==> config.mk <==
export PLATFORM = sky130hd
export DESIGN_NAME = vnh_blend
export DESIGN_NICKNAME = d
export VERILOG_FILES = /design/src/design/vnh_pkg.sv /design/src/design/vnh_blend.sv
export SDC_FILE = /design/constraint.sdc
export NUM_CORES = 2
export LEC_CHECK = 0
export BUFFER_PORTS_ARGS = -buffer_cell sky130_fd_sc_hd__buf_2
export CAP_MARGIN = 20
export CORE_ASPECT_RATIO = 0.9
export CORE_MARGIN = 2
export CORE_UTILIZATION = 45
export CTS_BUF_LIST = sky130_fd_sc_hd__clkbuf_2
export DETAILED_ROUTE_END_ITERATION = 8
export HOLD_SLACK_MARGIN = 0.15
export PLACE_DENSITY = 0.64
export SKIP_CTS_REPAIR_TIMING = 1
export SLEW_MARGIN = 40
export SYNTH_ARGS = -nofsm -noshare
export SYNTH_HDL_FRONTEND = slang
export SYNTH_SLANG_ARGS = --single-unit
==> constraint.sdc <==
create_clock -name clk -period 11.4 [get_ports clk]
set_clock_uncertainty 0.05 [all_clocks]
set_input_delay 0.57 -clock clk [delete_from_list [all_inputs] [get_ports clk]]
set_output_delay 0.57 -clock clk [all_outputs]
set_load 0.02 [all_outputs]
==> src/design/vnh_pkg.sv <==
// ----------------------------------------------------------------------------
// vnh_pkg
// Shared constants, types and tables for the value noise height generator:
// lattice spacing, hash terms, divider reciprocals, pipeline stage numbers
// and the cosine blend weight table.
// ----------------------------------------------------------------------------
package vnh_pkg;

  // Field widths
  localparam int POS_W      = 32;
  localparam int SEED_W     = 32;
  localparam int HEIGHT_W   = 11;
  localparam int HEIGHT_MAX = 2047;

  // Lattice spacing: fine octave CHUNK, coarse octave CHUNK squared
  localparam int CHUNK_LOG2  = 4;
  localparam int CHUNK       = 1 << CHUNK_LOG2;
  localparam int COARSE_LOG2 = 2 * CHUNK_LOG2;

  // Hash range and per-octave divisor
  localparam int HASH_MAX = 400 * 2 + 388 * 3;
  localparam int H_W      = $clog2(HASH_MAX + 1);
  localparam int DIVISOR  = ((HASH_MAX / CHUNK) > 0) ? (HASH_MAX / CHUNK) : 1;

  // Lattice value divider: num = h * scale, lat = num / DIVISOR
  localparam int NUM_W       = H_W + CHUNK_LOG2;
  localparam int DIV_K       = NUM_W;
  localparam int DIV_RECIP   = (1 << DIV_K) / DIVISOR;
  localparam int DIV_RECIP_W = $clog2(DIV_RECIP + 1);
  localparam int DIV_PROD_W  = NUM_W + DIV_RECIP_W;
  localparam int LAT_W       = $clog2(HASH_MAX * CHUNK / DIVISOR + 1);

  // Blend weight in unsigned Q0.16, one extra bit for the value 1.0
  localparam int MU_W     = 17;
  localparam int T_W      = 16;
  localparam int REM_W    = 11;
  localparam int DIF_W    = 12;
  localparam int FRAC_ONE = 1 << 16;
  localparam int BL_W     = LAT_W + MU_W;
  localparam int SUM_W    = ((LAT_W + 1) > (HEIGHT_W + 1)) ? (LAT_W + 1) : (HEIGHT_W + 1);

  // Hash terms: floored residue of (v * mul) modulo m, weighted 2, 3 and -10
  localparam int NTERM   = 3;
  localparam int TERM_P  = 0;
  localparam int TERM_Q  = 1;
  localparam int TERM_R  = 2;
  localparam int WEIGHT_P = 2;
  localparam int WEIGHT_Q = 3;
  localparam int WEIGHT_R = 10;
  localparam int FOLD_W  = 20;
  localparam int MOD_K   = FOLD_W;
  localparam int RES_W   = 9;
  localparam int SUM_H_W = H_W + 2;

  localparam longint unsigned P_MUL = 653;
  localparam longint unsigned P_MOD = 401;
  localparam longint unsigned Q_MUL = 509;
  localparam longint unsigned Q_MOD = 389;
  localparam longint unsigned R_MUL = 11;
  localparam longint unsigned R_MOD = 97;

  localparam longint unsigned P_W1    = (64'd1 << 8) % P_MOD;
  localparam longint unsigned P_W2    = (64'd1 << 16) % P_MOD;
  localparam longint unsigned P_W3    = (64'd1 << 24) % P_MOD;
  localparam longint unsigned P_WRAP  = (P_MOD - ((64'd1 << 32) % P_MOD)) % P_MOD;
  localparam longint unsigned P_RECIP = (64'd1 << MOD_K) / P_MOD;
  localparam longint unsigned Q_W1    = (64'd1 << 8) % Q_MOD;
  localparam longint unsigned Q_W2    = (64'd1 << 16) % Q_MOD;
  localparam longint unsigned Q_W3    = (64'd1 << 24) % Q_MOD;
  localparam longint unsigned Q_WRAP  = (Q_MOD - ((64'd1 << 32) % Q_MOD)) % Q_MOD;
  localparam longint unsigned Q_RECIP = (64'd1 << MOD_K) / Q_MOD;
  localparam longint unsigned R_W1    = (64'd1 << 8) % R_MOD;
  localparam longint unsigned R_W2    = (64'd1 << 16) % R_MOD;
  localparam longint unsigned R_W3    = (64'd1 << 24) % R_MOD;
  localparam longint unsigned R_WRAP  = (R_MOD - ((64'd1 << 32) % R_MOD)) % R_MOD;
  localparam longint unsigned R_RECIP = (64'd1 << MOD_K) / R_MOD;

  // Pipeline stage numbers; a register closes each stage
  localparam int ST_INDEX = 1;   // seed plus lattice index, fractions
  localparam int ST_PROD  = 2;   // hash products, weight table lookup
  localparam int ST_FOLD  = 3;   // byte fold of products, weight interpolation
  localparam int ST_EST   = 4;   // residue quotient estimate
  localparam int ST_RES   = 5;   // corrected residues
  localparam int ST_HASH  = 6;   // combined hash value
  localparam int ST_DEST  = 7;   // lattice value quotient estimate
  localparam int ST_LAT   = 8;   // corrected lattice values
  localparam int ST_MUL   = 9;   // blend products
  localparam int ST_OUT   = 10;  // summed and saturated height
  localparam int NSTG     = ST_OUT;

  typedef logic [NSTG:1] stage_en_t;

  typedef struct packed {
    logic [31:0] mul;
    logic [31:0] modulus;
    logic [31:0] w1;
    logic [31:0] w2;
    logic [31:0] w3;
    logic [31:0] wrap;
    logic [31:0] recip;
  } term_const_t;

  function automatic term_const_t term_const(input logic [1:0] k);
    term_const_t c;
    unique case (k)
      2'(TERM_P): c = '{32'(P_MUL), 32'(P_MOD), 32'(P_W1), 32'(P_W2), 32'(P_W3),
                        32'(P_WRAP), 32'(P_RECIP)};
      2'(TERM_Q): c = '{32'(Q_MUL), 32'(Q_MOD), 32'(Q_W1), 32'(Q_W2), 32'(Q_W3),
                        32'(Q_WRAP), 32'(Q_RECIP)};
      2'(TERM_R): c = '{32'(R_MUL), 32'(R_MOD), 32'(R_W1), 32'(R_W2), 32'(R_W3),
                        32'(R_WRAP), 32'(R_RECIP)};
      default:    c = '0;
    endcase
    return c;
  endfunction

  // sin^2(pi*i/64) in Q0.16, sampled at t = i/32
  function automatic logic [MU_W-1:0] mu_rom(input logic [5:0] i);
    logic [MU_W-1:0] m;
    unique case (i)
      6'd0:  m = 17'd0;     6'd1:  m = 17'd158;   6'd2:  m = 17'd630;
      6'd3:  m = 17'd1411;  6'd4:  m = 17'd2494;  6'd5:  m = 17'd3869;
      6'd6:  m = 17'd5522;  6'd7:  m = 17'd7438;  6'd8:  m = 17'd9598;
      6'd9:  m = 17'd11980; 6'd10: m = 17'd14563; 6'd11: m = 17'd17321;
      6'd12: m = 17'd20228; 6'd13: m = 17'd23256; 6'd14: m = 17'd26375;
      6'd15: m = 17'd29556; 6'd16: m = 17'd32768; 6'd17: m = 17'd35980;
      6'd18: m = 17'd39161; 6'd19: m = 17'd42280; 6'd20: m = 17'd45308;
      6'd21: m = 17'd48215; 6'd22: m = 17'd50973; 6'd23: m = 17'd53556;
      6'd24: m = 17'd55938; 6'd25: m = 17'd58098; 6'd26: m = 17'd60014;
      6'd27: m = 17'd61667; 6'd28: m = 17'd63042; 6'd29: m = 17'd64125;
      6'd30: m = 17'd64906; 6'd31: m = 17'd65378; 6'd32: m = 17'd65536;
      default: m = 17'd0;
    endcase
    return m;
  endfunction

endpackage

==> src/design/vnh_blend.sv <==
// ----------------------------------------------------------------------------
// vnh_blend
// Scales and divides the four hash values into lattice values, blends each
// octave with its weight, adds the octaves and saturates the height.
// ----------------------------------------------------------------------------
module vnh_blend import vnh_pkg::*; (
  input  logic                clk,
  input  stage_en_t           en,
  input  logic [H_W-1:0]      h  [4],
  input  logic [MU_W-1:0]     mu [2],
  output logic [HEIGHT_W-1:0] height
);

  logic [NUM_W-1:0]  num [4];
  logic [LAT_W-1:0]  est [4];
  logic [LAT_W-1:0]  lat [4];
  logic [BL_W-1:0]   pa  [2];
  logic [BL_W-1:0]   pb  [2];

  genvar k;
  generate
    for (k = 0; k < 4; k++) begin : g_lat
      logic [NUM_W-1:0]      num_next;
      logic [DIV_PROD_W-1:0] prod;
      logic [NUM_W-1:0]      diff;

      // Coarse octave values are scaled by CHUNK before the divide
      assign num_next = (k < 2) ? (NUM_W'(h[k]) << CHUNK_LOG2) : NUM_W'(h[k]);
      assign prod     = DIV_PROD_W'(num_next) * DIV_PROD_W'(DIV_RECIP);
      assign diff     = num[k] - NUM_W'(NUM_W'(est[k]) * NUM_W'(DIVISOR));

      always_ff @(posedge clk) begin
        if (en[ST_DEST]) begin
          num[k] <= num_next;
          est[k] <= LAT_W'(prod >> DIV_K);
        end
        if (en[ST_LAT]) begin
          if (diff >= NUM_W'(DIVISOR)) begin
            lat[k] <= est[k] + LAT_W'(1);
          end else begin
            lat[k] <= est[k];
          end
        end
      end
    end
  endgenerate

  // Blend products for each octave
  genvar o;
  generate
    for (o = 0; o < 2; o++) begin : g_oct
      always_ff @(posedge clk) begin
        if (en[ST_MUL]) begin
          pa[o] <= BL_W'(MU_W'(FRAC_ONE) - mu[o]) * BL_W'(lat[2*o]);
          pb[o] <= BL_W'(mu[o]) * BL_W'(lat[2*o+1]);
        end
      end
    end
  endgenerate

  // Sum the octaves and saturate
  logic [LAT_W-1:0] oct [2];
  logic [SUM_W-1:0] total;

  always_comb begin
    oct[0] = LAT_W'((pa[0] + pb[0]) >> 16);
    oct[1] = LAT_W'((pa[1] + pb[1]) >> 16);
    total  = SUM_W'(oct[0]) + SUM_W'(oct[1]);
  end

  always_ff @(posedge clk) begin
    if (en[ST_OUT]) begin
      if (total > SUM_W'(HEIGHT_MAX)) begin
        height <= HEIGHT_W'(HEIGHT_MAX);
      end else begin
        height <= HEIGHT_W'(total);
      end
    end
  end

endmodule

======== Word level (Yosys, flattened, before mapping) ========
Memories as Yosys holds them, arrays and structs flattened.
Index checks and enable logic that the tools add are counted.
cells by class
  add/subtract/negate cells ............... 13
  multiply operators ...................... 12
  order comparisons ....................... 5
  mux-type cells .......................... 32
  bitwise operators ....................... 4
operators by type and width
  cell                      number
  $mul A11 B7 Y18 const B   4
  $ge A15 B7 Y1 const B     4
  $sub A15 B15 Y15          4
  $mul A9 B6 Y14 const B    4
  $mul A17 B9 Y26           2
  $mul A18 B10 Y26          2
  $add A25 B25 Y25          2
  $add A9 B1 Y9 const B     4
  $mux W9                   4
  $sub A17 B17 Y18 const A  2
  $mux W1                   28
  $gt A10 B11 Y1 const B    1
  $add A9 B9 Y10            1
  $or A1 B1 Y1              4
storage, ports and cells
  flip-flop bits (word level) ............. 11
  RAM bits ................................ 236
  input bits .............................. 89
  output and inout bits ................... 11
  logic and storage cells ................. 72
  memories ................................ 5
memory list
  memory  depth  width  read ports  clocked after memory_dff  wr ports  RTL line         source
  num     4      15     4           0                         4         vnh_blend.sv:14  logic [NUM_W-1:0] num [4];
  pa      2      26     2           0                         2         vnh_blend.sv:17  logic [BL_W-1:0] pa [2];
  pb      2      26     2           0                         2         vnh_blend.sv:18  logic [BL_W-1:0] pb [2];
  est     4      9      4           0                         4         vnh_blend.sv:15  logic [LAT_W-1:0] est [4];
  lat     4      9      4           0                         4         vnh_blend.sv:16  logic [LAT_W-1:0] lat [4];

======== Logic depth before layout (Yosys ltp) ========
An unclocked memory read counts as a cell.
  word-level depth ........................ 8
  mapped depth ............................ 28
  gate-level depth less buffers ........... 26

======== Worst setup path before layout ========
OpenSTA, ideal clock, no wires.
  path type ............................... input to register
  from .................................... input port mu[17] in the netlist's numbering
  to ...................................... memory pa[0][24] in the netlist's numbering, data pin
  library setup time ...................... 0.260 ns
  arrival time ............................ 6.666 ns
  data required time ...................... 11.090 ns
  slack ................................... 4.424 ns
  cell stages on the path ................. 24
  path through ............................ clkbuf_1 clkbuf_1 inv_1 ha_1 nand3_1 or4b_2 xor2_1 nand2_1 fa_1 inv_1 fa_1 fa_1 inv_1 fa_1 inv_1 fa_1 ha_1 nor2b_1 a41o_1 a2111oi_0 o21ai_0 a21o_1 a21oi_1 xnor2_1
RTL lines
  element      RTL line         source
  from (decl)  vnh_blend.sv:10  input logic [MU_W-1:0] mu [2],
  to (decl)    vnh_blend.sv:17

==> run_results.csv <==
group,metric,value,unit
cts,cts.sinks,209,
setup_path,r2r_setup_slack,4.48,ns
yosys,synth.yosys.seq_area_share,18.0,%
routing,vias_per_cell,5.03,
floorplanning,coreArea,76500,um^2
routing,vias,24500,
yosys,synth_cell_types,70,
setup_path,critPathMaxFanout,20,
grt,grt_overflow,0,
yosys,yosys_most_used_dff,"edfxtp_1",
grt,grt_pass1_wl,120000,um
cells_and_area,fin_nets,4889,
yosys,synth.avg_cell_area,9.54,um^2
sta,slew_viol_final,0,
yosys,synth-seq-cells,209,
setup_path,crit_chain,"dlygate4sd3_1 -> buf_2 -> inv_1 -> ha_1 -> nand3_1 -> or4b_2 -> xor2_1 -> nand2_1 -> fa_1 -> inv_1 -> fa_1 -> fa_1 -> fa_1 -> inv_1 -> fa_1 -> inv_1 -> ha_1 -> a21oi_1 -> o21ai_0 -> a2111oi_0 -> o21ai_0 -> a21o_1 -> a21oi_1 -> xnor2_1",
job,cap_violations,0,
setup_path,crit_family,"adder cells",
cts,cts_tree,"yes",
setup_path,crit_cells,24,
cts,clock-root-buffer,"clkbuf_2",
setup_path,reg2regPathDepth,24,
cells_and_area,drive_gt1_share,5.44,%
hold_path,hold_class,"in -> reg",
setup_path,path_common_cell,"fa_1",
setup_path,reg2reg_to,"lat[0][1]$_DFFE_PP_",
setup_path,startpoint_type,"input pin",
floorplanning,die_w,298,um
setup_path,startpoint,"mu[17]",
setup_path,cp-end-kind,"flop",
floorplanning,row_count,96,
routing,wire_per_inst,14.2,um
yosys,synth_nets,4754,
setup_path,rr_startpoint,"est[0][1]$_DFFE_PP_",
floorplanning,initial_core_util,45.6,%
yosys,synth_top_area_share,25.2,%
floorplanning,num_io_pins,100,
routing,routed_wl,69300,um
routing,route.detailed.drc,0,
yosys,post_synth_inst_count,3662,
sta,fin_crit,7.69,ns
sta,clock.fmax,130,MHz
cells_and_area,final_cell_area,37600,um^2
setup_path,crit_slowest_cell,"a2111oi_0",
floorplanning,die_area,79900,um^2
cells_and_area,nFillCells,7199,
yosys,syn_area,34900,um^2
cts,cts_buffers,58,
floorplanning,die_h,268,um
placement,globalplace.congestion,0.816,
sta,setup_viol,0,
outcome,status,"complete, no violations",
setup_path,slowest_delay,0.76,ns
routing,first_pass_iters,5,
sta,slew_headroom,44.8,%
placement,placed_area,36500,um^2
setup_path,criticalPathCategory,"in -> reg",
setup_path,cp.arrival,8.40,ns
cells_and_area,syn_to_final_growth,7.64,%
placement,dpl.hpwl,56500,um
grt,first_global_vias,24700,
yosys,yosys_warnings,0,
routing,drt_iter0_markers,1234,
sta,hold_viol,0,
cells_and_area,final_core_util,49.1,%
cts,cts_buffer_depth,3,
grt,grt_util_all_layers,18.1,%
hold_path,whs_path_depth,2,
cts,path_clk_slew,0.11,ns
cts,clock_latency,1.03,ns
placement,port_buffers,92,
grt,antenna_found_initial,1,
yosys,synth_area_leaders,"fa_1, ha_1, edfxtp_1",
routing,postRouteAntennaNets,0,
sta,rsz0062_at_grt,"no",
cts,h-tree-depth,2,
sta,fin_tns_setup,0,ns
grt,grt_max_degree,84,
yosys,async_flop_share,0,%
yosys,synth_edf_count,209,
yosys,synth_top_cell_by_area,"fa_1",
setup_path,cp-endpoint,"pa[0][24]$_DFFE_PP_",
sta,tightestPinTransition,0.807,ns
setup_path,path_buf_inv,6,
sta,period_share,67.5,%
setup_path,cp_data_required_time,12.11,ns
## flip-flops by register name, indices dropped and copies added (netlist names)
| signal | cells |
|---|---|
| pa | 50 |
| lat | 30 |
| num | 42 |
| est | 28 |
| pb | 49 |
| height | 10 |
## worst min-delay path by stage
stage                   startpoint                    to  slack [ns]
5_1_grt                      h[31]  num[1][13]$_DFFE_PP_        0.16
3_3_place_gp   lat[0][0]$_DFFE_PP_    pa[0][0]$_DFFE_PP_        0.75
6_report                     h[24]   num[1][6]$_DFFE_PP_        0.26
3_5_place_dp   lat[0][0]$_DFFE_PP_    pa[0][0]$_DFFE_PP_        0.75
2_1_floorplan  lat[2][0]$_DFFE_PP_   pa[0][26]$_DFFE_PP_        0.57
4_1_cts                      h[22]   num[1][4]$_DFFE_PP_       -0.46
## cell usage after synthesis, types with 13 or more instances
library cell  number
a21o_1            50
fa_1             439
a211oi_1          21
a31oi_1           14
nor4_1            13
nor2_1           123
o21a_1            28
xor2_1            54
o2111ai_1         13
ha_1             564
inv_1            739
o21bai_1          22
nor3_1            47
xnor2_1          163
a21oi_1          118
nand2_1          340
or3_1             15
nand2b_1          22
and2_1           271
edfxtp_1         209
clkbuf_1          77
nor2b_1           19
o21ai_0           96
nand4_1           13
nand3_1           44
## layout make-up
cell class	count	area, um^2	share of cell area [%]
Antenna cell	1	2.50	0.00666
Clock buffer	76	380	1.01
Clock inverter	27	166	0.443
Inverter	739	2770	7.38
Multi-Input combinational cell	2635	25600	68.1
Sequential cell	209	6280	16.7
Tap cell	1029	1290	3.42
Timing Repair Buffer	154	1090	2.91
## cells in the final DEF, fill, tap and decap left out, types with 6 or more instances in the layout
| master | Yosys | routed |
|---|---|---|
| o2111ai_1 | 13 | 13 |
| or4_1 | 6 | 6 |
| o211ai_1 | 12 | 12 |
| o21a_1 | 28 | 28 |
| a31oi_1 | 14 | 14 |
| buf_4 | 1 | 8 |
| nand3_1 | 44 | 44 |
| o21ai_0 | 96 | 96 |
| xor2_1 | 54 | 52 |
| clkinv_1 | 0 | 19 |
| a211oi_1 | 21 | 21 |
| dlygate4sd3_1 | 0 | 52 |
| inv_1 | 739 | 739 |
| and4_1 | 6 | 6 |
| buf_2 | 0 | 91 |
| and2_1 | 271 | 271 |
| o21bai_1 | 22 | 22 |
| nor4_1 | 13 | 12 |
| xnor2_1 | 163 | 161 |
| edfxtp_1 | 209 | 209 |
| a211o_1 | 8 | 8 |
| nand4_1 | 13 | 13 |
| a21o_1 | 50 | 50 |
| clkbuf_2 | 0 | 76 |
| nand2b_1 | 22 | 22 |
| and3_1 | 12 | 12 |
| o31ai_1 | 6 | 6 |
| nor2_1 | 123 | 123 |
| a21boi_0 | 10 | 10 |
| nor2b_1 | 19 | 19 |
| nand2_1 | 340 | 340 |
| a21oi_1 | 118 | 118 |
| or3_1 | 15 | 15 |
| a41o_1 | 6 | 6 |
| nor3_1 | 47 | 47 |
| ha_1 | 564 | 564 |
| fa_1 | 439 | 439 |
## cell families after synthesis
group | count (synthesis) | share of synthesized area (%)
adders and majority gates | 1003 | 45.4
other | 1 | 0.0107
DFF | 209 | 18.0
buffers and inverters | 818 | 8.80
muxes | 9 | 0.283
AOI/OAI and AO/OA | 453 | 8.54
xor gates and xnor gates | 217 | 5.44
and+or+nand+nor | 952 | 13.6
## stage by stage
step	setup WS (ns)	hold WS, ns	std cells
2_1_floorplan	4.42	0.573	3662
3_3_place_gp	3.38	0.749	4712
3_5_place_dp	3.33	0.753	4713
4_1_cts	4.48	-0.464	4816
5_1_grt	3.48	0.158	4870
6_report	3.71	0.259	4870
## layer usage
layer,GRT usage (%),share of wire [%],vias to the layer above
met5,0,0,-
met4,4.12,1.7,0
met3,2.07,3.0,76
met2,30.3,47,286
met1,25.1,49,12000
li1,-,-,12200
Power is left out: the tool's default activity adds up to more than one toggle a clock period on the data nets, which glitch-free logic cannot reach.
