==> config.mk <==
export PLATFORM = sky130hd
export DESIGN_NAME = vnh_hash
export DESIGN_NICKNAME = d
export VERILOG_FILES = /design/src/design/vnh_pkg.sv /design/src/design/vnh_hash.sv
export SDC_FILE = /design/constraint.sdc
export NUM_CORES = 2
export LEC_CHECK = 0
export ABC_CLOCK_PERIOD_IN_PS = 8350
export BUFFER_PORTS_ARGS = -buffer_cell sky130_fd_sc_hd__buf_2
export CAP_MARGIN = 20
export CORE_AREA = 3 3 377 268
export DETAILED_ROUTE_END_ITERATION = 10
export DIE_AREA = 0 0 380 271
export PLACE_DENSITY = 0.61
export SYNTH_ARGS = -nofsm -noshare
export SYNTH_HDL_FRONTEND = slang
export SYNTH_SLANG_ARGS = --single-unit
==> constraint.sdc <==
create_clock -name clk -period 8.35 [get_ports clk]
set_clock_uncertainty 0.05 [all_clocks]
set_input_delay 0.835 -clock clk [delete_from_list [all_inputs] [get_ports clk]]
set_output_delay 0.835 -clock clk [all_outputs]
set_load 0.05 [all_outputs]
==> src/design/vnh_pkg.sv <==
// ----------------------------------------------------------------------------
// vnh_pkg
// Shared constants, types and tables for the value noise height generator:
// lattice spacing, hash terms, divider reciprocals, pipeline stage numbers
// and the cosine blend weight table.
// ----------------------------------------------------------------------------
package vnh_pkg;

  // Field widths
  localparam int POS_W      = 32;
  localparam int SEED_W     = 32;
  localparam int HEIGHT_W   = 11;
  localparam int HEIGHT_MAX = 2047;

  // Lattice spacing: fine octave CHUNK, coarse octave CHUNK squared
  localparam int CHUNK_LOG2  = 4;
  localparam int CHUNK       = 1 << CHUNK_LOG2;
  localparam int COARSE_LOG2 = 2 * CHUNK_LOG2;

  // Hash range and per-octave divisor
  localparam int HASH_MAX = 400 * 2 + 388 * 3;
  localparam int H_W      = $clog2(HASH_MAX + 1);
  localparam int DIVISOR  = ((HASH_MAX / CHUNK) > 0) ? (HASH_MAX / CHUNK) : 1;

  // Lattice value divider: num = h * scale, lat = num / DIVISOR
  localparam int NUM_W       = H_W + CHUNK_LOG2;
  localparam int DIV_K       = NUM_W;
  localparam int DIV_RECIP   = (1 << DIV_K) / DIVISOR;
  localparam int DIV_RECIP_W = $clog2(DIV_RECIP + 1);
  localparam int DIV_PROD_W  = NUM_W + DIV_RECIP_W;
  localparam int LAT_W       = $clog2(HASH_MAX * CHUNK / DIVISOR + 1);

  // Blend weight in unsigned Q0.16, one extra bit for the value 1.0
  localparam int MU_W     = 17;
  localparam int T_W      = 16;
  localparam int REM_W    = 11;
  localparam int DIF_W    = 12;
  localparam int FRAC_ONE = 1 << 16;
  localparam int BL_W     = LAT_W + MU_W;
  localparam int SUM_W    = ((LAT_W + 1) > (HEIGHT_W + 1)) ? (LAT_W + 1) : (HEIGHT_W + 1);

  // Hash terms: floored residue of (v * mul) modulo m, weighted 2, 3 and -10
  localparam int NTERM   = 3;
  localparam int TERM_P  = 0;
  localparam int TERM_Q  = 1;
  localparam int TERM_R  = 2;
  localparam int WEIGHT_P = 2;
  localparam int WEIGHT_Q = 3;
  localparam int WEIGHT_R = 10;
  localparam int FOLD_W  = 20;
  localparam int MOD_K   = FOLD_W;
  localparam int RES_W   = 9;
  localparam int SUM_H_W = H_W + 2;

  localparam longint unsigned P_MUL = 653;
  localparam longint unsigned P_MOD = 401;
  localparam longint unsigned Q_MUL = 509;
  localparam longint unsigned Q_MOD = 389;
  localparam longint unsigned R_MUL = 11;
  localparam longint unsigned R_MOD = 97;

  localparam longint unsigned P_W1    = (64'd1 << 8) % P_MOD;
  localparam longint unsigned P_W2    = (64'd1 << 16) % P_MOD;
  localparam longint unsigned P_W3    = (64'd1 << 24) % P_MOD;
  localparam longint unsigned P_WRAP  = (P_MOD - ((64'd1 << 32) % P_MOD)) % P_MOD;
  localparam longint unsigned P_RECIP = (64'd1 << MOD_K) / P_MOD;
  localparam longint unsigned Q_W1    = (64'd1 << 8) % Q_MOD;
  localparam longint unsigned Q_W2    = (64'd1 << 16) % Q_MOD;
  localparam longint unsigned Q_W3    = (64'd1 << 24) % Q_MOD;
  localparam longint unsigned Q_WRAP  = (Q_MOD - ((64'd1 << 32) % Q_MOD)) % Q_MOD;
  localparam longint unsigned Q_RECIP = (64'd1 << MOD_K) / Q_MOD;
  localparam longint unsigned R_W1    = (64'd1 << 8) % R_MOD;
  localparam longint unsigned R_W2    = (64'd1 << 16) % R_MOD;
  localparam longint unsigned R_W3    = (64'd1 << 24) % R_MOD;
  localparam longint unsigned R_WRAP  = (R_MOD - ((64'd1 << 32) % R_MOD)) % R_MOD;
  localparam longint unsigned R_RECIP = (64'd1 << MOD_K) / R_MOD;

  // Pipeline stage numbers; a register closes each stage
  localparam int ST_INDEX = 1;   // seed plus lattice index, fractions
  localparam int ST_PROD  = 2;   // hash products, weight table lookup
  localparam int ST_FOLD  = 3;   // byte fold of products, weight interpolation
  localparam int ST_EST   = 4;   // residue quotient estimate
  localparam int ST_RES   = 5;   // corrected residues
  localparam int ST_HASH  = 6;   // combined hash value
  localparam int ST_DEST  = 7;   // lattice value quotient estimate
  localparam int ST_LAT   = 8;   // corrected lattice values
  localparam int ST_MUL   = 9;   // blend products
  localparam int ST_OUT   = 10;  // summed and saturated height
  localparam int NSTG     = ST_OUT;

  typedef logic [NSTG:1] stage_en_t;

  typedef struct packed {
    logic [31:0] mul;
    logic [31:0] modulus;
    logic [31:0] w1;
    logic [31:0] w2;
    logic [31:0] w3;
    logic [31:0] wrap;
    logic [31:0] recip;
  } term_const_t;

  function automatic term_const_t term_const(input logic [1:0] k);
    term_const_t c;
    unique case (k)
      2'(TERM_P): c = '{32'(P_MUL), 32'(P_MOD), 32'(P_W1), 32'(P_W2), 32'(P_W3),
                        32'(P_WRAP), 32'(P_RECIP)};
      2'(TERM_Q): c = '{32'(Q_MUL), 32'(Q_MOD), 32'(Q_W1), 32'(Q_W2), 32'(Q_W3),
                        32'(Q_WRAP), 32'(Q_RECIP)};
      2'(TERM_R): c = '{32'(R_MUL), 32'(R_MOD), 32'(R_W1), 32'(R_W2), 32'(R_W3),
                        32'(R_WRAP), 32'(R_RECIP)};
      default:    c = '0;
    endcase
    return c;
  endfunction

  // sin^2(pi*i/64) in Q0.16, sampled at t = i/32
  function automatic logic [MU_W-1:0] mu_rom(input logic [5:0] i);
    logic [MU_W-1:0] m;
    unique case (i)
      6'd0:  m = 17'd0;     6'd1:  m = 17'd158;   6'd2:  m = 17'd630;
      6'd3:  m = 17'd1411;  6'd4:  m = 17'd2494;  6'd5:  m = 17'd3869;
      6'd6:  m = 17'd5522;  6'd7:  m = 17'd7438;  6'd8:  m = 17'd9598;
      6'd9:  m = 17'd11980; 6'd10: m = 17'd14563; 6'd11: m = 17'd17321;
      6'd12: m = 17'd20228; 6'd13: m = 17'd23256; 6'd14: m = 17'd26375;
      6'd15: m = 17'd29556; 6'd16: m = 17'd32768; 6'd17: m = 17'd35980;
      6'd18: m = 17'd39161; 6'd19: m = 17'd42280; 6'd20: m = 17'd45308;
      6'd21: m = 17'd48215; 6'd22: m = 17'd50973; 6'd23: m = 17'd53556;
      6'd24: m = 17'd55938; 6'd25: m = 17'd58098; 6'd26: m = 17'd60014;
      6'd27: m = 17'd61667; 6'd28: m = 17'd63042; 6'd29: m = 17'd64125;
      6'd30: m = 17'd64906; 6'd31: m = 17'd65378; 6'd32: m = 17'd65536;
      default: m = 17'd0;
    endcase
    return m;
  endfunction

endpackage

==> src/design/vnh_hash.sv <==
// ----------------------------------------------------------------------------
// vnh_hash
// Lattice hash pipeline for one seeded lattice index: three wrapping products,
// floored residues by constant reciprocal, weighted sum and absolute value.
// ----------------------------------------------------------------------------
module vnh_hash import vnh_pkg::*; (
  input  logic               clk,
  input  stage_en_t          en,
  input  logic [SEED_W-1:0]  v,
  output logic [H_W-1:0]     h
);

  logic [RES_W-1:0] res [NTERM];

  genvar t;
  generate
    for (t = 0; t < NTERM; t++) begin : g_term
      localparam term_const_t TC = term_const(2'(t));

      logic [31:0]         prod;
      logic [FOLD_W-1:0]   fold;
      logic [FOLD_W-1:0]   fold_next;
      logic [FOLD_W-1:0]   fold_d;
      logic [FOLD_W-1:0]   est;
      logic [2*FOLD_W-1:0] est_prod;
      logic [FOLD_W-1:0]   diff;

      // Fold the four bytes by their weights modulo m, add the sign wrap
      always_comb begin
        fold_next = FOLD_W'(prod[7:0])
                  + FOLD_W'(prod[15:8])  * FOLD_W'(TC.w1)
                  + FOLD_W'(prod[23:16]) * FOLD_W'(TC.w2)
                  + FOLD_W'(prod[31:24]) * FOLD_W'(TC.w3)
                  + (prod[31] ? FOLD_W'(TC.wrap) : FOLD_W'(0));
      end

      assign est_prod = (2*FOLD_W)'(fold) * (2*FOLD_W)'(TC.recip);

      // Remainder from the estimate, one below the true quotient at worst
      assign diff = fold_d - FOLD_W'(est * FOLD_W'(TC.modulus));

      always_ff @(posedge clk) begin
        if (en[ST_PROD]) begin
          prod <= v * TC.mul;
        end
        if (en[ST_FOLD]) begin
          fold <= fold_next;
        end
        if (en[ST_EST]) begin
          fold_d <= fold;
          est    <= est_prod[2*FOLD_W-1:FOLD_W];
        end
        if (en[ST_RES]) begin
          if (diff >= FOLD_W'(TC.modulus)) begin
            res[t] <= RES_W'(diff - FOLD_W'(TC.modulus));
          end else begin
            res[t] <= RES_W'(diff);
          end
        end
      end
    end
  endgenerate

  // Combine the residues and take the magnitude
  logic [SUM_H_W-1:0]        pos_part;
  logic [SUM_H_W-1:0]        neg_part;
  logic signed [SUM_H_W-1:0] s;

  always_comb begin
    pos_part = SUM_H_W'(res[TERM_P]) * SUM_H_W'(WEIGHT_P)
             + SUM_H_W'(res[TERM_Q]) * SUM_H_W'(WEIGHT_Q);
    neg_part = SUM_H_W'(res[TERM_R]) * SUM_H_W'(WEIGHT_R);
    s        = signed'(pos_part - neg_part);
  end

  always_ff @(posedge clk) begin
    if (en[ST_HASH]) begin
      h <= (s < 0) ? H_W'(-s) : H_W'(s);
    end
  end

endmodule

Word level (Yosys, flattened, before mapping)
Memories as Yosys holds them, arrays and structs flattened.
Index checks and enable logic that the tools add are counted.
{"block": "classes", "add_sub_neg": 21, "multipliers": 18, "magnitude_cmp": 4, "n_mux": 25, "bitwise_logic": 3}
{"cell": "$sub 20x20->20", "n": 3}
{"cell": "$ge 20x9->1 const B", "n": 2}
{"cell": "$mul 12x9->20 const B", "n": 2}
{"cell": "$add 17x16->18", "n": 2}
{"cell": "$mux 9", "n": 4}
{"cell": "$add 8x16->17", "n": 2}
{"cell": "$mul 20x13->33 const B", "n": 1}
{"cell": "$mul 20x12->32 const B", "n": 1}
{"cell": "$mul 32x10->32 const B", "n": 1}
{"cell": "$mul 32x4->32 const B", "n": 1}
{"cell": "$mul 32x9->32 const B", "n": 1}
{"cell": "$mul 20x11->31 const B", "n": 1}
{"cell": "$mul 8x6->14 const B", "n": 2}
{"cell": "$mul 8x5->13 const B", "n": 2}
{"cell": "$add 19x8->20", "n": 1}
{"cell": "$add 19x9->20", "n": 1}
{"cell": "$ge 20x7->1 const B", "n": 1}
{"cell": "$mul 14x7->20 const B", "n": 1}
{"cell": "$add 18x14->19", "n": 1}
{"cell": "$add 18x16->19", "n": 1}
{"cell": "$add 17x6->18", "n": 1}
{"cell": "$mux 1", "n": 18}
{"cell": "$sub 9x9->9 const B", "n": 2}
{"cell": "$add 16x15->17", "n": 1}
{"cell": "other kinds (16)", "n": 18}
{"block": "word_totals", "regBits": 265, "ram_bits": 27, "in_bits": 43, "word_cells": 85, "n_memories": 1}
{"name": "res", "depth": 3, "width": 9, "read_ports": 3, "rd_clocked_by_memory_dff": 0, "write_ports": 3, "line_no": "vnh_hash.sv:13", "source": "logic [RES_W-1:0] res [NTERM];"}

Depth between registers and ports, before layout
{"block": "logic_depth", "ltp_word": 7, "ltp_mapped": 27, "ltp_nobuf": 27}

Least setup slack after synthesis
No wires, ideal clock.
{"block": "synth_timing", "kind": "flip-flop to flip-flop", "start": "register g_term[2].prod[8]", "end": "register g_term[2].fold[16] (data pin)", "setup_ns": 0.158, "arrival_ns": 7.385, "setup_slack_ns": 0.757, "stages_incl_launch_ff": 23, "path_buffers": 0, "synth_period_minus_slack_ns": 7.593, "path_cell_list": "edfxtp_1 -> fa_1 -> inv_1 -> fa_1 -> fa_1 -> inv_1 -> ha_1 -> xnor2_1 -> fa_1 -> fa_1 -> fa_1 -> fa_1 -> fa_1 -> ha_1 -> a21oi_1 -> o21bai_1 -> a21oi_1 -> nor2b_1 -> o21a_1 -> o31a_1 -> o41ai_1 -> or4b_2 -> o211ai_1"}
{"block": "synth_between", "elab_chain_cells": 5}
{"item": "start, declared", "line_no": "vnh_hash.sv:20", "source": "logic [31:0] prod;"}
{"item": "start signal, assigned", "line_no": "vnh_hash.sv:44", "source": "prod <= v * TC.mul;"}
{"item": "$mul 8x5->13", "line_no": "vnh_hash.sv:31", "source": "+ FOLD_W'(prod[15:8]) * FOLD_W'(TC.w1)"}
{"item": "$add 8x14->15", "line_no": "vnh_hash.sv:31"}
{"item": "$add 15x14->16", "line_no": "vnh_hash.sv:32", "source": "+ FOLD_W'(prod[23:16]) * FOLD_W'(TC.w2)"}
{"item": "$add 16x15->17", "line_no": "vnh_hash.sv:33", "source": "+ FOLD_W'(prod[31:24]) * FOLD_W'(TC.w3)"}
{"item": "$add 17x6->18", "line_no": "vnh_hash.sv:34", "source": "+ (prod[31] ? FOLD_W'(TC.wrap) : FOLD_W'(0));"}
{"item": "named net g_term[2].fold_next[16]", "line_no": "vnh_hash.sv:22", "source": "logic [FOLD_W-1:0] fold_next;"}
{"item": "end signal, assigned", "line_no": "vnh_hash.sv:47", "source": "fold <= fold_next;"}
{"item": "end, declared", "line_no": "vnh_hash.sv:21", "source": "logic [FOLD_W-1:0] fold;"}
The timed path passes the listed nets, and every way through them passes these cells.
A chain may end at the register's enable or synchronous reset.

Worst setup path in the final report
Same ends and word-level chain as after synthesis.

==> flow_summary.yaml <==
yosys:
  synth_cells: 4697
  synth_cell_types: 78
  postSynthAreaPerCell_sq_um: 10.4
  synthTopCellsByArea: "ha_1 27%, fa_1 27%, edfxtp_1 17%"
  synth-edff-count: 278
  yosysMostFrequentCell: "inv_1"
  netlist_area_sq_um: 48700
  synthTopCellsByCount: "1294 x inv_1, 1066 x ha_1, 648 x fa_1"
  yosysTopAreaCellShare_pct: 27.4
  synth_nets: 6454
  ys_warn_count: 0
  synth_flop_cell: "edfxtp_1"
  ys_seq_elements: 278
  seq_area_frac_synth_pct: 17.1
  synthArstFlopShare_pct: 0
  yosysTopAreaCell: "ha_1"
worst_setup_path:
  rrSetupSlack_ns: 0.57
  max_stage_delay_ns: 0.62
  r2r_cells: 22
  crit_top_cell: "fa_1"
  worst-path-stages: 22
  worstPathArrival_ns: 8.13
  path_cells: "fa_1 > inv_1 > fa_1 > fa_1 > inv_1 > ha_1 > xnor2_1 > fa_1 > fa_1 > fa_1 > fa_1 > fa_1 > ha_1 > a21oi_1 > o21bai_1 > a21oi_1 > nor2b_1 > o21a_1 > o31a_1 > o41ai_1 > or4b_2 > o211ai_1"
  critPathLaunchType: "register"
  path_delay_family: "adder cells"
  required_ns: 8.70
  worstPathMaxFanout: 3
  cp.buffers_inverters: 2
  endpoint_kind: "register"
  cpMaxStageDelayCell: "or4b_2"
  crit_type: "register to register"
clocking:
  cts_buffers: 36
  cts.path.max_buffers: 3
  clk_pin_slew_ns: 0.06
  ctsRootBufferMaster: "clkbuf_16"
  cts_max_level: 2
  cts.sinks: 278
  clk_latency_ns: 0.58
  cts_tree: "built"
  cts_resized: 0
  hold_buffers: 0
  post_cts_buffers: 0
detailed_routing:
  drtIter0Drc: 1510
  viasPerCell: 4.98
  ant_nets: 0
  num_vias: 30500
  routedWlPerCell_um: 15.3
  drtPass1Iterations: 5
  drc: 0
  wl_um: 93900
sta:
  fmax_ghz: 0.128
  min_period_ns: 7.78
  period_share_pct: 93.2
  finalSetupViolations: 0
  max_slew_margin_pct: 34.7
  worst_pin_slew_ns: 0.980
  finalMaxSlewViolations: 0
  rsz0062_at_grt: "false"
  setup_tns_ns: 0
  hold_viol: 0
die:
  die_y_um: 271
  rows: 96
  start_util_pct: 49.9
  coreArea_sq_um: 97500
  die_w_um: 380
  ioPinCount: 54
  die_area_sq_um: 103000
global_routing:
  track_usage_pct: 19.0
  grt_pass1_wl_um: 160000
  grt_overflow: 0
  grt_max_degree: 75
  grt_pass1_vias: 31100
  antenna_found_initial: 4
hold_path:
  min_delay_path_depth: 0
  min_path_type: "register to register"
placed_design:
  place_congestion: 0.861
  dp.final_hpwl_um: 81900
  portBuffers: 48
outcome:
  status: "finished, final reports clean"
job:
  maxCapViolations: 0
cells_and_area:
  nets: 6530
  area_delta_synth_final_pct: 6.17
  multi_input_area_sq_um: 35400
  drive_gt1_share_pct: 2.94
  nFillCells: 8915
  ff_latch_area_sq_um: 8350
-- final timing paths --
path,to,startpoint
worst max register to register,g_term[2].fold[16],g_term[2].prod[8]
worst min register to register,h[0],res[1][0]
worst min-delay path,h[0],res[1][0]
worst max-delay path,g_term[2].fold[16],g_term[2].prod[8]
-- cells in the final DEF, fill, tap and decap left out, types with 7 or more instances in the layout --
master	Yosys	routed
inv_1	1294	1294
ha_1	1066	1066
fa_1	648	648
edfxtp_1	278	278
xnor2_1	197	197
a21oi_1	177	177
nor2_1	142	142
o21ai_0	120	120
a21o_1	90	90
xor2_1	86	86
nand2_1	81	81
nor3_1	48	48
buf_2	1	46
nor2b_1	41	41
nand3_1	39	39
o21bai_1	39	39
clkbuf_16	0	37
o21a_1	30	30
nand2b_1	28	28
a211oi_1	18	18
a31oi_1	17	17
or3_1	16	16
and3_1	14	14
nand4_1	12	12
nor4_1	12	12
mux2i_1	11	11
o31ai_1	10	10
o2111ai_1	10	10
o211ai_1	9	9
and2_1	9	9
a21boi_0	9	9
clkinv_2	0	9
a211o_1	8	8
buf_4	1	8
or2_2	7	7
a22o_1	7	7
-- through the flow --
stage | hold slack, ns | setup slack (ns) | cell area, sq um | util (%) | instances
finish | 0.451 | 0.566 | 51700 | 53.0 | 6122
global route | 0.475 | 0.151 | 51700 | 53.0 | 6121
CTS | 0.457 | 0.521 | 51700 | 53.0 | 6121
detailed placement | 0.443 | 0.536 | 50600 | 51.8 | 6058
global placement | 0.440 | 0.594 | 50600 | 51.8 | 6058
floorplan | 0.376 | 0.757 | 48700 | - | 4697
-- state kept, by name, summed over array words and instances, names as in the netlist --
signal and cells:
g_term.prod 92, h 11, g_term.fold 55, g_term.fold_d 55, res 27, g_term.est 38
-- cells by family (layout without fill, tap and decap cells) --
| logic type | after synthesis | count (layout) | synth area share (%) |
|---|---|---|---|
| adders and majority gates | 1715 | 1715 | 54.1 |
| buffers and inverters | 1310 | 1411 | 10.1 |
| AOI/OAI and AO/OA | 610 | 610 | 8.19 |
| and+or+nand+nor | 488 | 488 | 5.11 |
| xor gates and xnor gates | 283 | 283 | 5.09 |
| DFF | 278 | 278 | 17.1 |
| muxes | 13 | 13 | 0.272 |
| other | 0 | 1 | 0 |
-- worst register-to-register path, stage by stage (launching register included) --
cell and delay (ns):
edfxtp_1 0.46, fa_1 0.60, inv_1 0.06, fa_1 0.55, fa_1 0.53, inv_1 0.04, ha_1 0.33, xnor2_1 0.22
fa_1 0.46, fa_1 0.49, fa_1 0.56, fa_1 0.43, fa_1 0.44, ha_1 0.32, a21oi_1 0.22, o21bai_1 0.09
a21oi_1 0.22, nor2b_1 0.07, o21a_1 0.19, o31a_1 0.27, o41ai_1 0.31, or4b_2 0.62, o211ai_1 0.11
-- layer usage --
layer	share of wire, %	GRT usage [%]	vias to the layer above
met4	1.5	3.33	2
met2	41	28.1	416
met3	3.9	2.50	84
li1	-	-	15400
met5	0.014	0	-
met1	53	29.7	14600
-- area by class of cell --
class	count	share of cell area, %
multi-input combinational	3109	68.5
sequential	278	16.2
inverter	1294	9.40
tap	1323	3.20
clock buffer	40	1.81
timing repair buffer	54	0.562
clock inverter	23	0.368
antenna	1	0.00484
Power is not shown: default switching activity piles up to over one toggle a cycle in this logic, so the estimate is an artifact.
