`src/design/vnh_pkg.sv`:
```
// ----------------------------------------------------------------------------
// vnh_pkg
// Shared constants, types and tables for the value noise height generator:
// lattice spacing, hash terms, divider reciprocals, pipeline stage numbers
// and the cosine blend weight table.
// ----------------------------------------------------------------------------
package vnh_pkg;

  // Field widths
  localparam int POS_W      = 32;
  localparam int SEED_W     = 32;
  localparam int HEIGHT_W   = 11;
  localparam int HEIGHT_MAX = 2047;

  // Lattice spacing: fine octave CHUNK, coarse octave CHUNK squared
  localparam int CHUNK_LOG2  = 4;
  localparam int CHUNK       = 1 << CHUNK_LOG2;
  localparam int COARSE_LOG2 = 2 * CHUNK_LOG2;

  // Hash range and per-octave divisor
  localparam int HASH_MAX = 400 * 2 + 388 * 3;
  localparam int H_W      = $clog2(HASH_MAX + 1);
  localparam int DIVISOR  = ((HASH_MAX / CHUNK) > 0) ? (HASH_MAX / CHUNK) : 1;

  // Lattice value divider: num = h * scale, lat = num / DIVISOR
  localparam int NUM_W       = H_W + CHUNK_LOG2;
  localparam int DIV_K       = NUM_W;
  localparam int DIV_RECIP   = (1 << DIV_K) / DIVISOR;
  localparam int DIV_RECIP_W = $clog2(DIV_RECIP + 1);
  localparam int DIV_PROD_W  = NUM_W + DIV_RECIP_W;
  localparam int LAT_W       = $clog2(HASH_MAX * CHUNK / DIVISOR + 1);

  // Blend weight in unsigned Q0.16, one extra bit for the value 1.0
  localparam int MU_W     = 17;
  localparam int T_W      = 16;
  localparam int REM_W    = 11;
  localparam int DIF_W    = 12;
  localparam int FRAC_ONE = 1 << 16;
  localparam int BL_W     = LAT_W + MU_W;
  localparam int SUM_W    = ((LAT_W + 1) > (HEIGHT_W + 1)) ? (LAT_W + 1) : (HEIGHT_W + 1);

  // Hash terms: floored residue of (v * mul) modulo m, weighted 2, 3 and -10
  localparam int NTERM   = 3;
  localparam int TERM_P  = 0;
  localparam int TERM_Q  = 1;
  localparam int TERM_R  = 2;
  localparam int WEIGHT_P = 2;
  localparam int WEIGHT_Q = 3;
  localparam int WEIGHT_R = 10;
  localparam int FOLD_W  = 20;
  localparam int MOD_K   = FOLD_W;
  localparam int RES_W   = 9;
  localparam int SUM_H_W = H_W + 2;

  localparam longint unsigned P_MUL = 653;
  localparam longint unsigned P_MOD = 401;
  localparam longint unsigned Q_MUL = 509;
  localparam longint unsigned Q_MOD = 389;
  localparam longint unsigned R_MUL = 11;
  localparam longint unsigned R_MOD = 97;

  localparam longint unsigned P_W1    = (64'd1 << 8) % P_MOD;
  localparam longint unsigned P_W2    = (64'd1 << 16) % P_MOD;
  localparam longint unsigned P_W3    = (64'd1 << 24) % P_MOD;
  localparam longint unsigned P_WRAP  = (P_MOD - ((64'd1 << 32) % P_MOD)) % P_MOD;
  localparam longint unsigned P_RECIP = (64'd1 << MOD_K) / P_MOD;
  localparam longint unsigned Q_W1    = (64'd1 << 8) % Q_MOD;
  localparam longint unsigned Q_W2    = (64'd1 << 16) % Q_MOD;
  localparam longint unsigned Q_W3    = (64'd1 << 24) % Q_MOD;
  localparam longint unsigned Q_WRAP  = (Q_MOD - ((64'd1 << 32) % Q_MOD)) % Q_MOD;
  localparam longint unsigned Q_RECIP = (64'd1 << MOD_K) / Q_MOD;
  localparam longint unsigned R_W1    = (64'd1 << 8) % R_MOD;
  localparam longint unsigned R_W2    = (64'd1 << 16) % R_MOD;
  localparam longint unsigned R_W3    = (64'd1 << 24) % R_MOD;
  localparam longint unsigned R_WRAP  = (R_MOD - ((64'd1 << 32) % R_MOD)) % R_MOD;
  localparam longint unsigned R_RECIP = (64'd1 << MOD_K) / R_MOD;

  // Pipeline stage numbers; a register closes each stage
  localparam int ST_INDEX = 1;   // seed plus lattice index, fractions
  localparam int ST_PROD  = 2;   // hash products, weight table lookup
  localparam int ST_FOLD  = 3;   // byte fold of products, weight interpolation
  localparam int ST_EST   = 4;   // residue quotient estimate
  localparam int ST_RES   = 5;   // corrected residues
  localparam int ST_HASH  = 6;   // combined hash value
  localparam int ST_DEST  = 7;   // lattice value quotient estimate
  localparam int ST_LAT   = 8;   // corrected lattice values
  localparam int ST_MUL   = 9;   // blend products
  localparam int ST_OUT   = 10;  // summed and saturated height
  localparam int NSTG     = ST_OUT;

  typedef logic [NSTG:1] stage_en_t;

  typedef struct packed {
    logic [31:0] mul;
    logic [31:0] modulus;
    logic [31:0] w1;
    logic [31:0] w2;
    logic [31:0] w3;
    logic [31:0] wrap;
    logic [31:0] recip;
  } term_const_t;

  function automatic term_const_t term_const(input logic [1:0] k);
    term_const_t c;
    unique case (k)
      2'(TERM_P): c = '{32'(P_MUL), 32'(P_MOD), 32'(P_W1), 32'(P_W2), 32'(P_W3),
                        32'(P_WRAP), 32'(P_RECIP)};
      2'(TERM_Q): c = '{32'(Q_MUL), 32'(Q_MOD), 32'(Q_W1), 32'(Q_W2), 32'(Q_W3),
                        32'(Q_WRAP), 32'(Q_RECIP)};
      2'(TERM_R): c = '{32'(R_MUL), 32'(R_MOD), 32'(R_W1), 32'(R_W2), 32'(R_W3),
                        32'(R_WRAP), 32'(R_RECIP)};
      default:    c = '0;
    endcase
    return c;
  endfunction

  // sin^2(pi*i/64) in Q0.16, sampled at t = i/32
  function automatic logic [MU_W-1:0] mu_rom(input logic [5:0] i);
    logic [MU_W-1:0] m;
    unique case (i)
      6'd0:  m = 17'd0;     6'd1:  m = 17'd158;   6'd2:  m = 17'd630;
      6'd3:  m = 17'd1411;  6'd4:  m = 17'd2494;  6'd5:  m = 17'd3869;
      6'd6:  m = 17'd5522;  6'd7:  m = 17'd7438;  6'd8:  m = 17'd9598;
      6'd9:  m = 17'd11980; 6'd10: m = 17'd14563; 6'd11: m = 17'd17321;
      6'd12: m = 17'd20228; 6'd13: m = 17'd23256; 6'd14: m = 17'd26375;
      6'd15: m = 17'd29556; 6'd16: m = 17'd32768; 6'd17: m = 17'd35980;
      6'd18: m = 17'd39161; 6'd19: m = 17'd42280; 6'd20: m = 17'd45308;
      6'd21: m = 17'd48215; 6'd22: m = 17'd50973; 6'd23: m = 17'd53556;
      6'd24: m = 17'd55938; 6'd25: m = 17'd58098; 6'd26: m = 17'd60014;
      6'd27: m = 17'd61667; 6'd28: m = 17'd63042; 6'd29: m = 17'd64125;
      6'd30: m = 17'd64906; 6'd31: m = 17'd65378; 6'd32: m = 17'd65536;
      default: m = 17'd0;
    endcase
    return m;
  endfunction

endpackage

```
`src/design/vnh_weight.sv`:
```
// ----------------------------------------------------------------------------
// vnh_weight
// Cosine blend weights for both octaves: table lookup, linear interpolation
// between table entries, then a delay line to meet the lattice values.
// ----------------------------------------------------------------------------
module vnh_weight import vnh_pkg::*; (
  input  logic                   clk,
  input  stage_en_t              en,
  input  logic [COARSE_LOG2-1:0] frac_c,
  input  logic [CHUNK_LOG2-1:0]  frac_f,
  output logic [MU_W-1:0]        mu [2]
);

  logic [T_W-1:0]   t   [2];
  logic [MU_W-1:0]  lo  [2];
  logic [DIF_W-1:0] dif [2];
  logic [REM_W-1:0] rem [2];
  logic [MU_W-1:0]  mu_d [2][ST_FOLD:ST_LAT];

  // Fraction to Q0.16 position within the lattice cell
  assign t[0] = T_W'(frac_c) << (T_W - COARSE_LOG2);
  assign t[1] = T_W'(frac_f) << (T_W - CHUNK_LOG2);

  genvar o;
  generate
    for (o = 0; o < 2; o++) begin : g_oct
      logic [5:0]          idx;
      logic [MU_W-1:0]     hi_v;
      logic [MU_W-1:0]     lo_v;
      logic [DIF_W+REM_W-1:0] step;

      assign idx  = {1'b0, t[o][T_W-1:REM_W]};
      assign lo_v = mu_rom(idx);
      assign hi_v = mu_rom(idx + 6'd1);
      assign step = (DIF_W+REM_W)'(dif[o]) * (DIF_W+REM_W)'(rem[o]);

      always_ff @(posedge clk) begin
        // Look up the neighbouring table entries
        if (en[ST_PROD]) begin
          lo[o]  <= lo_v;
          dif[o] <= DIF_W'(hi_v - lo_v);
          rem[o] <= t[o][REM_W-1:0];
        end
        // Interpolate, truncating
        if (en[ST_FOLD]) begin
          mu_d[o][ST_FOLD] <= lo[o] + MU_W'(step >> REM_W);
        end
        // Hold the weight alongside the hash pipeline
        for (int k = ST_FOLD + 1; k <= ST_LAT; k++) begin
          if (en[k]) begin
            mu_d[o][k] <= mu_d[o][k-1];
          end
        end
      end

      assign mu[o] = mu_d[o][ST_LAT];
    end
  endgenerate

endmodule

```
`config.mk`:
```
export PLATFORM = sky130hd
export DESIGN_NAME = vnh_weight
export DESIGN_NICKNAME = d
export VERILOG_FILES = /design/src/design/vnh_pkg.sv /design/src/design/vnh_weight.sv
export SDC_FILE = /design/constraint.sdc
export NUM_CORES = 1
export LEC_CHECK = 0
export BUFFER_PORTS_ARGS = -buffer_cell sky130_fd_sc_hd__buf_4
export CAP_MARGIN = 10
export CORE_ASPECT_RATIO = 2
export CORE_MARGIN = 10
export CORE_UTILIZATION = 30
export DETAILED_ROUTE_END_ITERATION = 8
export GPL_ROUTABILITY_DRIVEN = 0
export GPL_TIMING_DRIVEN = 0
export HOLD_SLACK_MARGIN = 0.1
export PLACE_DENSITY = 0.56
export SYNTH_ARGS = -nofsm -noshare
export SYNTH_HDL_FRONTEND = slang
export SYNTH_MEMORY_MAX_BITS = 65536
export SYNTH_SLANG_ARGS = --single-unit
```
`constraint.sdc`:
```
create_clock -name clk -period 11.58 [get_ports clk]
set_clock_uncertainty 0.05 [all_clocks]
set_input_delay 1.158 -clock clk [delete_from_list [all_inputs] [get_ports clk]]
set_output_delay 1.158 -clock clk [all_outputs]
set_load 0.005 [all_outputs]
```
Word level (Yosys, flattened, before mapping)
Memory sizes are Yosys's and may differ from the RTL's.
Index checks and enable logic that the tools add are counted.
{ "totals": {"regBits": 0, "out_inout_bits": 34, "inputBits": 23, "elab_cells": 30, "rom_bits": 4352, "ram_bits": 268, "mem_count": 8} }
{ "mem_list": {"columns": ["memory", "depth", "width", "rd", "rd_ports_with_merged_regs", "wr", "line_no", "rtl"], "rows": [
  ["(no name shown)", 64, 17, 1, 0, 0, "vnh_pkg.sv:120", "unique case (i)"],
  ["(no name shown)", 64, 17, 1, 0, 0, "vnh_pkg.sv:120", null],
  ["(no name shown)", 64, 17, 1, 0, 0, "vnh_pkg.sv:120", null],
  ["(no name shown)", 64, 17, 1, 0, 0, "vnh_pkg.sv:120", null],
  ["mu_d", 2, 102, 2, 0, 2, "vnh_weight.sv:18", "logic [MU_W-1:0] mu_d [2][ST_FOLD:ST_LAT];"],
  ["lo", 2, 17, 2, 0, 2, "vnh_weight.sv:15", "logic [MU_W-1:0] lo [2];"],
  ["+2 memories", null, null, null, null, null, null, null]
]} }
{ "classes": {"multipliers": 2, "mux": 14, "n_addsub": 6} }
{ "ops": {"columns": ["operator", "count"], "rows": [
  ["multiplier 12 x 11 -> 23 bit", 2],
  ["adder 17 x 12 -> 17 bit", 2],
  ["subtractor 12 bit", 2],
  ["2-to-1 mux 1 bit", 14],
  ["adder 5 x 1 -> 6 bit, second input constant", 2]
]} }

Logic depth before layout (Yosys ltp)
Gate-level depths: netlist of run 1.
An unclocked memory read counts as a cell.
{ "depth": {"depth_word": 3, "ltp_mapped": 23, "ltp_nobuf": 22} }

Worst setup path after synthesis of run 1
OpenSTA, ideal clock, no wires.
{ "synth_timing": {"kind": "register to register", "start": "memory rem[0][2] (netlist name)", "end": "memory mu_d[0][96] (netlist name), data pin", "setup_ps": 258, "path_slack_ps": 6483, "t_arrival_ps": 4789, "stages_incl_launch_ff": 23, "n_path_buf": 1, "period_less_slack_ps": 5097, "t_required_ps": 11272, "cell_sequence": "edfxtp_1 > clkbuf_1 > nand2_1 > fa_1 > inv_1 > ha_1 > xor2_1 > ha_1 > ha_1 > ha_1 > inv_1 > fa_1 > nor2b_1 > o21ai_0 > a21boi_0 > nor2_1 > ha_1 > and3_1 > and3_1 > a21o_1 > or2_1 > a31oi_1 > xnor2_1"} }
{ "synth_rtl": {"columns": ["element", "line_no", "rtl"], "rows": [
  ["from (decl)", "vnh_weight.sv:17", "logic [REM_W-1:0] rem [2];"],
  ["to (decl)", "vnh_weight.sv:18", null]
]} }

==> flow_metrics.env, run 1 <==
export IMPL_outcome="completed"
export IMPL_die_height_um=304.3
export IMPL_die_x_um=162.1
export IMPL_synth_area_leaders="edfxtp_1, ha_1, a21oi_1"
export IMPL_finalWorstSetupSlack_ns=5.517
export IMPL_start_util_pct=30.24
export IMPL_nFillCells=4013
export IMPL_clockRootBuffer="clkbuf_16"
export IMPL_via_count=7224
export IMPL_syn_area_sq_um=12120
export IMPL_finalSetupTns_ns=0
export IMPL_regArea_sq_um=7357
export IMPL_dr_first_iter_drc_count=298
export IMPL_start_kind="flop"
export IMPL_synth_cell_types=62
export IMPL_timing_fmax_mhz=164.9
export IMPL_io_buffer_count=52
export IMPL_die_area_sq_um=49330
export IMPL_synthArstFlopShare_pct=0
export IMPL_grt_use_total_pct=9.128
export IMPL_ir_drop_uv=89.64
export IMPL_gr_total_overflow=0
export IMPL_p_clk_share_pct=24.2
export IMPL_ant_nets=0
export IMPL_area_growth_synth_to_final_pct=14.23
export IMPL_switching_power_mw=0.8644
export IMPL_cts_tree="done"
export IMPL_hold_class="flop to flop"
export IMPL_power_frac_comb_pct=33.4
export IMPL_layout_commonest_cell="edfxtp_1"
export IMPL_ys_warnings_count=0
export IMPL_power_density_nw_per_um2=203.7
export IMPL_synth_top_area_share_pct=60.69
export IMPL_ys_seq_area_share_pct=60.69
export IMPL_post_cts_setup_buffers=0
export IMPL_synth_edf_count=245
export IMPL_core_sq_um=40080
export IMPL_grt_pass1_wl_mm=36.86
export IMPL_end_kind="flop"
export IMPL_avgSynthCellArea_sq_um=12.92
export IMPL_swShare_pct=30.64
export IMPL_post_drt_wl_per_cell_um=14.79
export IMPL_multiInputGateArea_sq_um=4125
export IMPL_ys_flop_type="edfxtp_1"
export IMPL_post_route_min_period_ns=6.063
export IMPL_drc=0
export IMPL_vias_per_cell=4.643
export IMPL_post_cts_resized_instances=0
export IMPL_setup_violations_final=0
export IMPL_dpl_hpwl_mm=17.86
export IMPL_crit_fanout=10
export IMPL_p_leak_nw=5.367
export IMPL_path_clk_slew_ns=0.06
export IMPL_cts_buffers=21
export IMPL_syn_instance_count=938
export IMPL_holdBufCountCts=0
export IMPL_diodes=0
export IMPL_critPathArrivalTime_ns=6.27
export IMPL_antenna_found_initial=0
export IMPL_layout_common_cells="edfxtp_1, ha_1, buf_4"
export IMPL_finalNetCount=1141
export IMPL_dr_pass1_iters=5
export IMPL_placed_cell_area_sq_um=13180
export IMPL_max_cap_violations=0
export IMPL_seqPwrFrac_pct=42.4
export IMPL_final_area_sq_um=13850
export IMPL_pin_count=57
export IMPL_drive_above_1_share_pct=14.04
export IMPL_clock_sinks=245
export IMPL_cts_buffer_depth=3
export IMPL_required_ns=11.79
export IMPL_final_hold_viol_count=0
export IMPL_syn_num_nets=1066
export IMPL_rows=104
export IMPL_grt_pass1_vias=7523
export IMPL_pre_cts_slack_ns=5.439
export IMPL_h_tree_depth=1
export IMPL_p_int_mw=1.957
export IMPL_ys_ff_latch=245
export IMPL_slew_headroom_pct=42.08
export IMPL_synth_top_area_cell="edfxtp_1"
export IMPL_grt_max_degree=48
export IMPL_timing_worst_setup_path_type="flop to flop"
export IMPL_clk_insertion_delay_late_ns=0.51
export IMPL_worst_pin_slew_ns=0.8598
export IMPL_drv_slew=0
export IMPL_fin_crit_sh_pct=52.35
export IMPL_totalWireLength_mm=23.02
export IMPL_rsz0062_at_grt="false"
## path summary, 6_finish.rpt
path / from / end / slack (ns) / depth (start not counted)
setup / recovery: rem[0][2] / mu_d[0][101] / 5.52 / 23
hold / removal: mu_d[0][17] / mu_d[0][0] / 0.36 / 0
setup reg to reg: rem[0][2] / mu_d[0][101] / 5.52 / 23
hold reg to reg: mu_d[0][17] / mu_d[0][0] / 0.36 / 0
## cell type report
class,instances,share of cell area (%)
timing repair buffer,52,2.819
clock buffer,23,3.849
multi-input combinational,564,29.79
buffer,73,3.099
inverter,56,1.518
clock inverter,13,1.003
sequential,245,53.13
tap,530,4.789
## stage by stage
| stage | instances | util, % | hold WS [ns] | total power, mW |
|---|---|---|---|---|
| finish | 1556 | 34.55 | 0.3567 | 2.821 |
| global route | 1556 | 34.55 | 0.3636 | 3.019 |
| CTS | 1556 | 34.55 | 0.3559 | 2.871 |
| detailed placement | 1520 | 32.87 | 0.3545 | 2.170 |
| global placement | 1520 | 32.87 | 0.3506 | 2.148 |
| floorplan | 938 | - | 0.3503 | 1.901 |
## registers in the layout, summed over array words and instances (netlist names)
| register | flops |
|---|---|
| dif | 12 |
| lo | 32 |
| rem | 3 |
| mu_d | 198 |
## critical path, cell delays in order (launching register included)
cell	delay (ns)
edfxtp_1	0.42
clkbuf_1	0.39
nand2_1	0.15
fa_1	0.58
inv_1	0.05
ha_1	0.31
xor2_1	0.17
ha_1	0.31
ha_1	0.30
ha_1	0.18
inv_1	0.06
fa_1	0.41
nor2b_1	0.12
o21ai_0	0.10
a21boi_0	0.31
o21ai_0	0.16
nor2b_1	0.17
xnor2_1	0.25
ha_1	0.35
inv_1	0.11
o21ai_0	0.13
a211oi_1	0.42
o21ai_1	0.15
and3_1	0.18
## cells in the mapped netlist, types with 3 or more instances
cell type	n
a211oi_1	12
a21o_1	7
a21oi_1	60
a311oi_1	3
a31oi_1	9
and2_1	9
and3_1	12
buf_1	3
buf_2	10
buf_4	36
clkbuf_1	23
edfxtp_1	245
fa_1	14
ha_1	91
inv_1	53
inv_2	3
mux4_2	5
nand2_1	80
nand2b_1	7
nand3_1	13
nor2_1	55
nor2b_1	10
nor3_1	21
o211ai_1	9
o21a_1	5
o21ai_0	41
o21ai_1	7
o22ai_1	5
o31ai_1	5
o32ai_1	3
or2_2	3
or3_1	4
xnor2_1	27
xor2_1	10
## metal layers
metal	GRT usage [%]	part of all wire (%)
met5	0	0
met4	6.798	6.7
met3	1.273	4.2
met2	18.98	59
met1	7.030	30
## kinds of logic (layout without fill, tap and decap cells)
group,count (synthesis),count (layout),share of synthesized area [%]
compound gates,187,187,9.558
other cells,1,1,0.03094
mux,9,9,1.280
simple gates,223,223,8.516
flops,245,245,60.69
buf+inv,129,217,5.275
fa+ha+maj,105,105,11.71
xor+xnor,39,39,2.942
## power by group through the flow
stage,Clock [mW],Combinational [mW],Sequential [mW]
final,0.682,0.942,1.20
after global routing,0.743,1.07,1.21
after CTS,0.713,0.959,1.20
after detailed placement,0,0.952,1.22
after global placement,0,0.937,1.21
after floorplan,0,0.697,1.20
No activity file was read; power rests on OpenSTA's default activity.
==> run 2, diff against run 1 <==
==> constraint.sdc (replaced) <==
create_clock -name clk -period 6.3 [get_ports clk]
set_clock_uncertainty 0.05 [all_clocks]
set_input_delay 0.63 -clock clk [delete_from_list [all_inputs] [get_ports clk]]
set_output_delay 0.63 -clock clk [all_outputs]
set_load 0.005 [all_outputs]
==> flow_metrics.env, run 2 (synthesis gave the netlist of run 1 again) <==
export IMPL_via_count=7226
export IMPL_diodes=0
export IMPL_placed_cells=1520
export IMPL_dpl_hpwl_mm=17.86
export IMPL_antenna_found_initial=0
export IMPL_io_buffer_count=52
export IMPL_dr_pass1_iters=5
export IMPL_post_drt_wl_per_cell_um=14.68
export IMPL_largest_reg_flops=198
export IMPL_layout_commonest_cell="edfxtp_1"
export IMPL_grt_max_degree=48
export IMPL_clock_sinks=245
export IMPL_finalNetCount=1141
export IMPL_start_util_pct=30.24
export IMPL_grt_pass1_vias=7523
export IMPL_critPathArrivalTime_ns=6.07
export IMPL_end_kind="flop"
export IMPL_finalSetupTns_ns=0
export IMPL_setup_violations_final=0
export IMPL_rows=104
export IMPL_die_height_um=304.3
export IMPL_drv_slew=0
export IMPL_grt_pass1_wl_mm=36.86
export IMPL_rsz0062_at_grt="false"
export IMPL_layout_common_cells="edfxtp_1, buf_4, ha_1"
export IMPL_p_leak_nw=5.378
export IMPL_ant_nets=0
export IMPL_reg_top3="mu_d x198, lo x32, dif x12"
export IMPL_totalWireLength_mm=22.84
export IMPL_whs_ns=0.2492
export IMPL_slew_headroom_pct=41.41
export IMPL_die_x_um=162.1
export IMPL_hold_class="primary input to flop"
export IMPL_cts_buffer_depth=3
export IMPL_p_total_mw=5.186
export IMPL_dr_first_iter_drc_count=278
export IMPL_grtUsageMet1_pct=7.030
export IMPL_start_kind="flop"
export IMPL_h_tree_depth=1
export IMPL_core_sq_um=40080
export IMPL_grt_busiest_layer="met2"
export IMPL_crit_fanout=9
export IMPL_max_cap_violations=0
export IMPL_placed_cell_area_sq_um=13180
export IMPL_met3_usage_pct=1.273
export IMPL_pin_count=57
export IMPL_gr_total_overflow=0
export IMPL_clockRootBuffer="clkbuf_16"
export IMPL_power_density_nw_per_um2=374.2
export IMPL_die_area_sq_um=49330
export IMPL_drc=0
export IMPL_nFillCells=4010
export IMPL_final_area_sq_um=13860
export IMPL_ir_drop_uv=165.3
export IMPL_clk_insertion_delay_late_ns=0.51
export IMPL_fin_crit_sh_pct=93.02
export IMPL_outcome="completed"
export IMPL_timing_worst_setup_path_type="flop to flop"
export IMPL_use_met2_pct=18.98
export IMPL_worst_pin_slew_ns=0.8697
export IMPL_grt_use_total_pct=9.128
export IMPL_stdcell_count=1556
export IMPL_cts_tree="done"
export IMPL_vias_per_cell=4.644
export IMPL_final_hold_viol_count=0
export IMPL_post_route_min_period_ns=5.860
export IMPL_path_clk_slew_ns=0.06
export IMPL_cts_buffers=21
export IMPL_required_ns=6.51
export IMPL_drive_above_1_share_pct=14.33
export IMPL_max_flop_register="mu_d"
export IMPL_area_growth_synth_to_final_pct=14.33
export IMPL_timing_fmax_mhz=170.6
## run 2: cell count changes in the layout (fill, tap and decap cells not counted), sizes merged
cell / change
clkbuf: -3
buf: +3
## run 2: path summary, 6_finish.rpt
path | startpoint | to | slack, ns | depth (start not counted)
worst max-delay path | rem[0][2] | mu_d[0][101] | 0.44 | 22
worst min-delay path | frac_c[2] | rem[0][2] | 0.25 | 1
worst max register to register | rem[0][2] | mu_d[0][101] | 0.44 | 22
worst min register to register | mu_d[0][17] | mu_d[0][0] | 0.36 | 0
## run 2: cell type report
type	count	area [sq um]	area share [%]
inverters	56	210.2	1.517
multi-input cells	564	4125	29.77
flip-flops and latches	245	7357	53.09
well taps	530	663.1	4.785
clock inverters	13	138.9	1.002
repair buffers	55	412.9	2.979
plain buffers	70	417.9	3.016
clock buffers	23	533.0	3.846
## run 2: routing by layer
layer / up-vias / share of wire [%]
met5: - / 0
met4: 0 / 7.5
met3: 97 / 4.2
met2: 209 / 59
met1: 3372 / 30
li1: 3548 / -
## run 2: critical path: stages (launching register included)
cell and delay, ns:
edfxtp_1 0.53, buf_4 0.22, and2_1 0.15, fa_1 0.45, ha_1 0.32, ha_1 0.31, ha_1 0.20, ha_1 0.29
ha_1 0.18, inv_1 0.06, fa_1 0.41, nor2b_1 0.12, o21ai_0 0.10, a21boi_0 0.31, o21ai_0 0.16, nor2b_1 0.17
xnor2_1 0.25, ha_1 0.35, inv_1 0.11, o21ai_0 0.13, a211oi_1 0.42, o21ai_1 0.15, and3_1 0.18
## run 2: through the flow
| stage | util, % | setup WS, ns |
|---|---|---|
| after floorplan | - | 1.203 |
| after global placement | 32.87 | 0.1897 |
| after detailed placement | 32.87 | 0.1591 |
| after CTS | 34.55 | 0.1226 |
| after global routing | 34.58 | 0.001705 |
| final | 34.58 | 0.4400 |
## run 2: where the power goes
part	switching (mW)	internal (mW)	leakage, nW
Combinational	0.971	0.757	2.65
Sequential	0.0667	2.14	2.40
Clock	0.550	0.704	0.330
Total	1.59	3.60	5.38
## run 2: what timing repair did
item / 4_1_cts / 5_1_grt
hold endpoints to repair: 0 / 0
resized for setup: 0 / 0
setup endpoints to repair: 0 / 2
setup buffers: 0 / 3
hold buffers: 0 / 0
